File: src/s256sh_pkg.sv
// ----------------------------------------------------------------------------
// s256sh_pkg
// Types, round constants and initial hash values shared by the SHA-256
// stream hasher modules.
// ----------------------------------------------------------------------------
`timescale 1ns / 1ps
`default_nettype none

package s256sh_pkg;

  // One input item: a message byte and its flags.
  typedef struct packed {
    logic [7:0] data_byte;
    logic       byte_valid;
    logic       msg_last;
  } in_item_t;

  // One result item: a digest word with its position.
  typedef struct packed {
    logic [31:0] digest_word;
    logic [2:0]  word_index;
    logic        word_last;
  } out_item_t;

  // Source of a byte written into the block buffer.
  typedef enum logic [1:0] {
    BSEL_DATA,
    BSEL_MARK,
    BSEL_ZERO
  } byte_sel_t;

  typedef enum logic [2:0] {
    ST_IDLE,
    ST_MARK,
    ST_ZERO,
    ST_LEN,
    ST_LOAD,
    ST_ROUND,
    ST_UPDATE,
    ST_OUT
  } state_t;

  // Where the controller goes once a compression has finished.
  typedef enum logic [1:0] {
    POST_IDLE,
    POST_MARK,
    POST_ZERO,
    POST_OUT
  } post_t;

  typedef struct packed {
    logic      byte_wr;
    byte_sel_t byte_sel;
    logic      len_wr;
    logic      work_load;
    logic      round_step;
    logic      chain_update;
    logic      out_step;
    logic      msg_clear;
  } dp_cmd_t;

  typedef struct packed {
    logic fill_at_pad_last;
    logic fill_at_block_last;
    logic round_last;
    logic out_last;
  } dp_status_t;

  localparam logic [5:0]  FILL_PAD_LAST   = 6'd55;
  localparam logic [5:0]  FILL_BLOCK_LAST = 6'd63;
  localparam logic [5:0]  ROUND_LAST      = 6'd63;
  localparam logic [2:0]  WORD_LAST_IDX   = 3'd7;
  localparam logic [7:0]  PAD_MARK        = 8'h80;
  localparam logic [63:0] BITS_PER_BYTE   = 64'd8;

  localparam logic [31:0] INIT_HASH [8] = '{
    32'h6a09e667, 32'hbb67ae85, 32'h3c6ef372, 32'ha54ff53a,
    32'h510e527f, 32'h9b05688c, 32'h1f83d9ab, 32'h5be0cd19
  };

  localparam logic [31:0] ROUND_K [64] = '{
    32'h428a2f98, 32'h71374491, 32'hb5c0fbcf, 32'he9b5dba5,
    32'h3956c25b, 32'h59f111f1, 32'h923f82a4, 32'hab1c5ed5,
    32'hd807aa98, 32'h12835b01, 32'h243185be, 32'h550c7dc3,
    32'h72be5d74, 32'h80deb1fe, 32'h9bdc06a7, 32'hc19bf174,
    32'he49b69c1, 32'hefbe4786, 32'h0fc19dc6, 32'h240ca1cc,
    32'h2de92c6f, 32'h4a7484aa, 32'h5cb0a9dc, 32'h76f988da,
    32'h983e5152, 32'ha831c66d, 32'hb00327c8, 32'hbf597fc7,
    32'hc6e00bf3, 32'hd5a79147, 32'h06ca6351, 32'h14292967,
    32'h27b70a85, 32'h2e1b2138, 32'h4d2c6dfc, 32'h53380d13,
    32'h650a7354, 32'h766a0abb, 32'h81c2c92e, 32'h92722c85,
    32'ha2bfe8a1, 32'ha81a664b, 32'hc24b8b70, 32'hc76c51a3,
    32'hd192e819, 32'hd6990624, 32'hf40e3585, 32'h106aa070,
    32'h19a4c116, 32'h1e376c08, 32'h2748774c, 32'h34b0bcb5,
    32'h391c0cb3, 32'h4ed8aa4a, 32'h5b9cca4f, 32'h682e6ff3,
    32'h748f82ee, 32'h78a5636f, 32'h84c87814, 32'h8cc70208,
    32'h90befffa, 32'ha4506ceb, 32'hbef9a3f7, 32'hc67178f2
  };

endpackage

`default_nettype wire

File: src/s256sh_datapath.sv
// ----------------------------------------------------------------------------
// s256sh_datapath
// Block buffer with message schedule, round registers, chaining hash,
// byte and length counters, and the digest word select.
// ----------------------------------------------------------------------------
`timescale 1ns / 1ps
`default_nettype none

module s256sh_datapath (
  input  wire logic                   clk,
  input  wire logic                   rst,
  input  wire s256sh_pkg::dp_cmd_t    cmd,
  input  wire logic [7:0]             data_byte,
  output s256sh_pkg::dp_status_t      status,
  output s256sh_pkg::out_item_t       out_item
);

  logic [31:0] block_words [16];
  logic [31:0] work_regs [8];
  logic [31:0] chain_hash [8];
  logic [5:0]  fill_count;
  logic [63:0] total_bits;
  logic [5:0]  round_idx;
  logic [2:0]  out_idx;

  logic [7:0]  byte_val;
  logic [3:0]  word_sel;
  logic [1:0]  lane_sel;
  logic [31:0] sched_new;
  logic [31:0] t1;
  logic [31:0] t2;

  function automatic logic [31:0] rotr(input logic [31:0] x, input int unsigned n);
    rotr = (x >> n) | (x << (32 - n));
  endfunction

  function automatic logic [31:0] ssig0(input logic [31:0] x);
    ssig0 = rotr(x, 7) ^ rotr(x, 18) ^ (x >> 3);
  endfunction

  function automatic logic [31:0] ssig1(input logic [31:0] x);
    ssig1 = rotr(x, 17) ^ rotr(x, 19) ^ (x >> 10);
  endfunction

  function automatic logic [31:0] bsig0(input logic [31:0] x);
    bsig0 = rotr(x, 2) ^ rotr(x, 13) ^ rotr(x, 22);
  endfunction

  function automatic logic [31:0] bsig1(input logic [31:0] x);
    bsig1 = rotr(x, 6) ^ rotr(x, 11) ^ rotr(x, 25);
  endfunction

  always_comb begin
    case (cmd.byte_sel)
      s256sh_pkg::BSEL_DATA: byte_val = data_byte;
      s256sh_pkg::BSEL_MARK: byte_val = s256sh_pkg::PAD_MARK;
      s256sh_pkg::BSEL_ZERO: byte_val = 8'h00;
      default:               byte_val = 8'h00;
    endcase
  end

  // Bytes are packed big-endian: the first byte of a word is its top byte.
  assign word_sel = fill_count[5:2];
  assign lane_sel = ~fill_count[1:0];

  // The buffer doubles as the sixteen-word schedule window; word 0 is the
  // current round's schedule word.
  assign sched_new = ssig1(block_words[14]) + block_words[9]
                   + ssig0(block_words[1]) + block_words[0];

  assign t1 = work_regs[7] + bsig1(work_regs[4])
            + ((work_regs[4] & work_regs[5]) ^ (~work_regs[4] & work_regs[6]))
            + s256sh_pkg::ROUND_K[round_idx] + block_words[0];
  assign t2 = bsig0(work_regs[0])
            + ((work_regs[0] & work_regs[1]) ^ (work_regs[0] & work_regs[2])
               ^ (work_regs[1] & work_regs[2]));

  always_ff @(posedge clk) begin
    if (cmd.round_step) begin
      for (int i = 0; i < 15; i++) begin
        block_words[i] <= block_words[i + 1];
      end
      block_words[15] <= sched_new;
    end else if (cmd.len_wr) begin
      block_words[14] <= total_bits[63:32];
      block_words[15] <= total_bits[31:0];
    end else if (cmd.byte_wr) begin
      block_words[word_sel][{lane_sel, 3'b000} +: 8] <= byte_val;
    end
  end

  always_ff @(posedge clk) begin
    if (cmd.work_load) begin
      for (int i = 0; i < 8; i++) begin
        work_regs[i] <= chain_hash[i];
      end
    end else if (cmd.round_step) begin
      work_regs[7] <= work_regs[6];
      work_regs[6] <= work_regs[5];
      work_regs[5] <= work_regs[4];
      work_regs[4] <= work_regs[3] + t1;
      work_regs[3] <= work_regs[2];
      work_regs[2] <= work_regs[1];
      work_regs[1] <= work_regs[0];
      work_regs[0] <= t1 + t2;
    end
  end

  always_ff @(posedge clk) begin
    if (rst || cmd.msg_clear) begin
      for (int i = 0; i < 8; i++) begin
        chain_hash[i] <= s256sh_pkg::INIT_HASH[i];
      end
      fill_count <= '0;
      total_bits <= '0;
    end else begin
      if (cmd.chain_update) begin
        for (int i = 0; i < 8; i++) begin
          chain_hash[i] <= chain_hash[i] + work_regs[i];
        end
      end
      if (cmd.byte_wr) begin
        fill_count <= fill_count + 6'd1;
      end
      if (cmd.byte_wr && cmd.byte_sel == s256sh_pkg::BSEL_DATA) begin
        total_bits <= total_bits + s256sh_pkg::BITS_PER_BYTE;
      end
    end
  end

  always_ff @(posedge clk) begin
    if (rst) begin
      round_idx <= '0;
      out_idx   <= '0;
    end else begin
      if (cmd.work_load) begin
        round_idx <= '0;
      end else if (cmd.round_step) begin
        round_idx <= round_idx + 6'd1;
      end
      if (cmd.out_step) begin
        out_idx <= out_idx + 3'd1;
      end
    end
  end

  assign status.fill_at_pad_last   = (fill_count == s256sh_pkg::FILL_PAD_LAST);
  assign status.fill_at_block_last = (fill_count == s256sh_pkg::FILL_BLOCK_LAST);
  assign status.round_last         = (round_idx == s256sh_pkg::ROUND_LAST);
  assign status.out_last           = (out_idx == s256sh_pkg::WORD_LAST_IDX);

  assign out_item.digest_word = chain_hash[out_idx];
  assign out_item.word_index  = out_idx;
  assign out_item.word_last   = (out_idx == s256sh_pkg::WORD_LAST_IDX);

endmodule

`default_nettype wire

File: src/s256sh_ctrl.sv
// ----------------------------------------------------------------------------
// s256sh_ctrl
// Sequencer for byte intake, padding, compression and digest output.
// ----------------------------------------------------------------------------
`timescale 1ns / 1ps
`default_nettype none

module s256sh_ctrl (
  input  wire logic                   clk,
  input  wire logic                   rst,
  input  wire logic                   msg_valid,
  input  wire s256sh_pkg::in_item_t   msg_item,
  input  wire logic                   digest_ready,
  input  wire s256sh_pkg::dp_status_t status,
  output logic                        msg_ready,
  output logic                        digest_valid,
  output s256sh_pkg::dp_cmd_t         cmd
);

  s256sh_pkg::state_t state;
  s256sh_pkg::state_t state_next;
  s256sh_pkg::post_t  post;
  s256sh_pkg::post_t  post_next;

  always_ff @(posedge clk) begin
    if (rst) begin
      state <= s256sh_pkg::ST_IDLE;
      post  <= s256sh_pkg::POST_IDLE;
    end else begin
      state <= state_next;
      post  <= post_next;
    end
  end

  always_comb begin
    state_next   = state;
    post_next    = post;
    msg_ready    = 1'b0;
    digest_valid = 1'b0;
    cmd          = '0;
    cmd.byte_sel = s256sh_pkg::BSEL_DATA;

    case (state)
      s256sh_pkg::ST_IDLE: begin
        msg_ready = 1'b1;
        if (msg_valid) begin
          if (msg_item.byte_valid) begin
            cmd.byte_wr = 1'b1;
            if (status.fill_at_block_last) begin
              // This byte completes the block, so compress before any padding.
              post_next  = msg_item.msg_last ? s256sh_pkg::POST_MARK
                                             : s256sh_pkg::POST_IDLE;
              state_next = s256sh_pkg::ST_LOAD;
            end else if (msg_item.msg_last) begin
              state_next = s256sh_pkg::ST_MARK;
            end
          end else if (msg_item.msg_last) begin
            state_next = s256sh_pkg::ST_MARK;
          end
        end
      end

      s256sh_pkg::ST_MARK, s256sh_pkg::ST_ZERO: begin
        cmd.byte_wr  = 1'b1;
        cmd.byte_sel = (state == s256sh_pkg::ST_MARK) ? s256sh_pkg::BSEL_MARK
                                                      : s256sh_pkg::BSEL_ZERO;
        if (status.fill_at_block_last) begin
          // No room for the length: finish this block, then a zero block.
          post_next  = s256sh_pkg::POST_ZERO;
          state_next = s256sh_pkg::ST_LOAD;
        end else if (status.fill_at_pad_last) begin
          state_next = s256sh_pkg::ST_LEN;
        end else begin
          state_next = s256sh_pkg::ST_ZERO;
        end
      end

      s256sh_pkg::ST_LEN: begin
        cmd.len_wr = 1'b1;
        post_next  = s256sh_pkg::POST_OUT;
        state_next = s256sh_pkg::ST_LOAD;
      end

      s256sh_pkg::ST_LOAD: begin
        cmd.work_load = 1'b1;
        state_next    = s256sh_pkg::ST_ROUND;
      end

      s256sh_pkg::ST_ROUND: begin
        cmd.round_step = 1'b1;
        if (status.round_last) begin
          state_next = s256sh_pkg::ST_UPDATE;
        end
      end

      s256sh_pkg::ST_UPDATE: begin
        cmd.chain_update = 1'b1;
        case (post)
          s256sh_pkg::POST_IDLE: state_next = s256sh_pkg::ST_IDLE;
          s256sh_pkg::POST_MARK: state_next = s256sh_pkg::ST_MARK;
          s256sh_pkg::POST_ZERO: state_next = s256sh_pkg::ST_ZERO;
          s256sh_pkg::POST_OUT:  state_next = s256sh_pkg::ST_OUT;
          default:               state_next = s256sh_pkg::ST_IDLE;
        endcase
      end

      s256sh_pkg::ST_OUT: begin
        digest_valid = 1'b1;
        if (digest_ready) begin
          cmd.out_step = 1'b1;
          if (status.out_last) begin
            cmd.msg_clear = 1'b1;
            state_next    = s256sh_pkg::ST_IDLE;
          end
        end
      end

      default: begin
        state_next = s256sh_pkg::ST_IDLE;
      end
    endcase
  end

endmodule

`default_nettype wire

File: src/sha256_stream_hasher.sv
// ----------------------------------------------------------------------------
// sha256_stream_hasher: SHA-256 over a byte stream, eight digest words out.
// A byte is taken each cycle while a block fills; its 64th byte starts a
// compression (work load, 64 rounds on one round unit, chain update). Message
// end: pad bytes one per cycle up to the length field, then the length, a
// compression per block left, then eight word transfers. Reset: initial hash.
// ----------------------------------------------------------------------------
`timescale 1ns / 1ps
`default_nettype none

module sha256_stream_hasher (
  input  wire logic                  clk,
  input  wire logic                  rst,
  input  wire logic                  msg_valid,
  output logic                       msg_ready,
  input  wire s256sh_pkg::in_item_t  msg_item,
  output logic                       digest_valid,
  input  wire logic                  digest_ready,
  output s256sh_pkg::out_item_t      digest_item
);

  // The controller decides what happens in each cycle and the datapath holds
  // all message state. They talk only through the command and status structs.
  //
  // Message bytes are written into a sixteen-word block buffer at the fill
  // position. When the buffer is full, the controller loads the round
  // registers from the chaining hash, runs the 64 rounds one per cycle while
  // the buffer shifts as the message schedule window, and then adds the round
  // registers back into the chaining hash.
  //
  // Padding is written by the same byte path: the 0x80 mark at the fill
  // position and zeros after it, up to the last byte before the length field.
  // When the mark lands past that point, the block is zero filled to its end,
  // compressed, and a new block is zero filled before the length goes in.
  // The length is written as the last two words of the block.
  //
  // After the final compression the eight chaining words are offered one per
  // transfer, H0 first. The last transfer restores the initial hash and
  // clears the byte and bit counts, so the next message starts clean. No new
  // input transfer is taken while a block is compressed or a digest drains.

  s256sh_pkg::dp_cmd_t    cmd;
  s256sh_pkg::dp_status_t status;

  s256sh_ctrl u_ctrl (
    .clk          (clk),
    .rst          (rst),
    .msg_valid    (msg_valid),
    .msg_item     (msg_item),
    .digest_ready (digest_ready),
    .status       (status),
    .msg_ready    (msg_ready),
    .digest_valid (digest_valid),
    .cmd          (cmd)
  );

  s256sh_datapath u_datapath (
    .clk       (clk),
    .rst       (rst),
    .cmd       (cmd),
    .data_byte (msg_item.data_byte),
    .status    (status),
    .out_item  (digest_item)
  );

endmodule

`default_nettype wire

File: config.mk
export PLATFORM = sky130hd
export DESIGN_NAME = sha256_stream_hasher
export DESIGN_NICKNAME = d
export VERILOG_FILES = /design/src/s256sh_pkg.sv /design/src/s256sh_datapath.sv /design/src/s256sh_ctrl.sv /design/src/sha256_stream_hasher.sv
export SDC_FILE = /design/constraint.sdc
export NUM_CORES = 2
export LEC_CHECK = 0
export ABC_AREA = 1
export ABC_CLOCK_PERIOD_IN_PS = 15000
export BUFFER_PORTS_ARGS = -buffer_cell sky130_fd_sc_hd__buf_2
export CELL_PAD_IN_SITES_DETAIL_PLACEMENT = 1
export CELL_PAD_IN_SITES_GLOBAL_PLACEMENT = 1
export CORE_AREA = 2 2 525 527
export DETAILED_ROUTE_END_ITERATION = 10
export DIE_AREA = 0 0 527 529
export PLACE_DENSITY_LB_ADDON = 0.12
export SLEW_MARGIN = 10
export SYNTH_ARGS = -nofsm -noshare
export SYNTH_HDL_FRONTEND = slang
export SYNTH_SLANG_ARGS = --single-unit
File: constraint.sdc
create_clock -name clk -period 15 [get_ports clk]
set_input_delay 4.5 -clock clk [delete_from_list [all_inputs] [get_ports clk]]
set_output_delay 4.5 -clock clk [all_outputs]
set_load 0.01 [all_outputs]
==> summary.txt <==
Outcome
  • Status: finished clean

Die
  • Die Y: 529 um
  • Die W: 527 um
  • Rows: 192
  • I/O pin total: 52
  • Die ar.: 279000 um^2
  • Core box area: 273000 um^2
  • Initial Utilization: 29.9%

Setup path
  • Critical Path Sink Type: flop
  • WP buf/inv: 10
  • Crit-path most repeated cell: inv_1
  • Crit-path max FO: 37
  • Setup CP Type: flop to flop
  • WP data arrival: 10.07 ns
  • Critical Path Source: u_datapath.round_idx[2]
  • Slowest Stage Delay on Critical Path: roughly 0.79 ns
  • CP startpoint kind: flop
  • Reg2reg start: u_datapath.round_idx[2]
  • Crit path max-delay cell type: a221oi_1
  • Critical path required time: 15.58 ns
  • Crit path max-delay family: adder cells
  • FF-to-FF setup slack: 5.51 ns

Global route
  • Pin count of the biggest net entering global routing: 181
  • GRT Total Usage: 28.1%
  • Initial antenna violation count: 15
  • Grt ovf: 0
  • Met2 Use GR: 44.5%
  • GRT busiest layer: met2
  • Global-route wire length before repair: between 500000 and 600000 um
  • Vias in the first global route: approximately 75000
  • M3 GR Usage: 3.49%
  • Met1 Usage GRT: between 30% and 40%

CTS
  • Post-CTS sizing: 0
  • Clock Latency Late Sink: 0.87 ns
  • Clock slew at reported path FFs: ~0.060 ns
  • Clock buffer depth: 4
  • Setup bufs post-CTS: 0
  • CTS tree: built
  • CTS hold repair buffers: 0
  • H-tree depth: 4
  • Cts bufs inserted: 151
  • Clock root buffer: clkbuf_16
  • Clk sinks: around 1100

Synth
  • Synth top area share: 37.7%
  • Synth Net Count: 10877
  • #FFs+latches synth: 1108
  • Post-synthesis async set-or-reset flop share: 0%
  • Post-synth top area cell: edfxtp_1
  • Main synth FF type: edfxtp_1
  • Avg Cell Area, Syn: 7.94 um^2
  • Mapped cell area: a little over 80000 um^2
  • Post-synth EDFFs: roughly 1000
  • Netlist cell types: between 60 and 70
  • Synth top area cells: edfxtp_1, nand2_1, o21ai_0, ha_1, inv_1
  • Cell count after synthesis: 10268
  • Sequential fraction of the synthesis area: 39.8%
  • Yosys warnings: 0

Timing
  • Final Skew: 0.0648 ns
  • Final hold slack: 0.467 ns
  • Final setup fails: 0
  • Final Hold Violating Endpoints: 0
  • Post-layout minimum cycle time: 9.49 ns
  • Unrepaired setup endpoints after global routing: false
  • Period utilization: a little over three fifths
  • Slew Viols, Final: 0
  • Upper clock frequency limit: 105 MHz
  • Max_slew headroom: 7.79%
  • Measured slew at the worst slew-check pin: 1.37 ns
  • Setup TNS: 0 ns

Layout
  • Synthesis-to-layout area growth: 10.4%
  • Most frequent cells in the layout: nand2_1, inv_1, o21ai_0
  • Ratio of cells with drive above 1 in the final layout: 5.15%
  • Most common cell after layout, fill and taps aside: nand2_1
  • Nets: ~11000

Detailed routing
  • Iter 0 DRT Violations: 6145
  • # DRC: 0
  • DR pass1 iterations: 5
  • Avg Vias per Cell: 5.37
  • WL final: 401000 um
  • Routed wire per std cell: 28.8 um
  • DR vias: between 70000 and 80000
  • Routed Antenna Nets: 0

Placement
  • DP Wirelength: 320000 um
  • Gpl congestion: just under 1
  • Port Buf Inserts: 51

Hold path
  • Hold Crit Start: u_datapath.total_bits[63]
  • Hold crit path type: flop to flop

Flow run
  • MaxCap Viol Count: 0
==> synth_stat cells, types with 29 or more instances <==
master,n
dfxtp_1,84
a21oi_1,772
xnor2_1,166
o21a_1,67
fa_1,195
nand4_1,103
inv_1,1185
o21ai_1,33
buf_2,79
o21ai_0,1061
a21boi_0,29
o211ai_1,59
nor3_1,91
nand2_1,2646
o21bai_1,51
edfxtp_1,1024
clkbuf_1,266
nand3_1,461
ha_1,400
a21o_1,54
nor2_1,768
xor2_1,199
or2_2,78
a31oi_1,83
==> state kept, by name, summed over array words and instances (netlist names), named ones only <==
name,flops
u_datapath.block_words,512
u_datapath.chain_hash,256
u_datapath.work_regs,256
u_datapath.total_bits,61
u_datapath.fill_count,6
u_datapath.round_idx,6
u_ctrl.state,3
u_datapath.out_idx,3
u_ctrl.post,2
==> layer usage <==
layer / part of all wire [%] / up-vias
met5: 0.0072 / -
li1: - / 34316
met4: 4.5 / 4
met1: 46 / 37721
met2: 45 / 1977
met3: 4.9 / 535
==> cells by family after synthesis <==
kind of cell	share of synthesized area (%)
compound gates	15.4
xor+xnor	3.92
fa+ha+maj	11.2
buf+inv	7.56
flops	39.8
mux	0.310
simple gates	21.9
==> final cells by class <==
class | instances | area (um^2)
diodes | 24 | 60.1
repair buffers | 127 | 851
fillers | 32710 | 183000
clock buffers | 181 | 3910
inverters | 1212 | 4570
well taps | 3589 | 4490
multi-input cells | 7574 | 43000
flip-flops and latches | 1108 | 32400
clock inverters | 79 | 688
==> worst paths after layout <==
kind | cells after the start | endpoint
worst max-delay path | 36 | u_datapath.work_regs[0][20]
worst min-delay path | 2 | u_datapath.total_bits[63]
worst max register to register | 36 | u_datapath.work_regs[0][20]
worst min register to register | 2 | u_datapath.total_bits[63]
==> worst register-to-register path: cells and delay by family (launching register included) <==
family          cells  cell delay [ns]
compound gates      8             2.25
xor+xnor            1             0.45
flops               1             0.30
fa+ha+maj           7             2.64
buf+inv            10             1.78
simple gates       10             1.77
==> through the flow <==
| step | utilization [%] | cells | setup slack [ns] | instance area [um^2] |
|---|---|---|---|---|
| after floorplan | - | 10268 | 1.50 | 81500 |
| after global placement | 31.3 | 13610 | 5.64 | 85300 |
| after detailed placement | 31.3 | 13610 | 5.63 | 85300 |
| after CTS | 32.9 | 13870 | 5.58 | 89900 |
| after global routing | 33.0 | 13885 | 5.01 | 89900 |
| final | 33.0 | 13894 | 5.51 | 90000 |
Power is left out: the tool's default activity adds up to more than one toggle a clock period on the data nets, which glitch-free logic cannot reach.
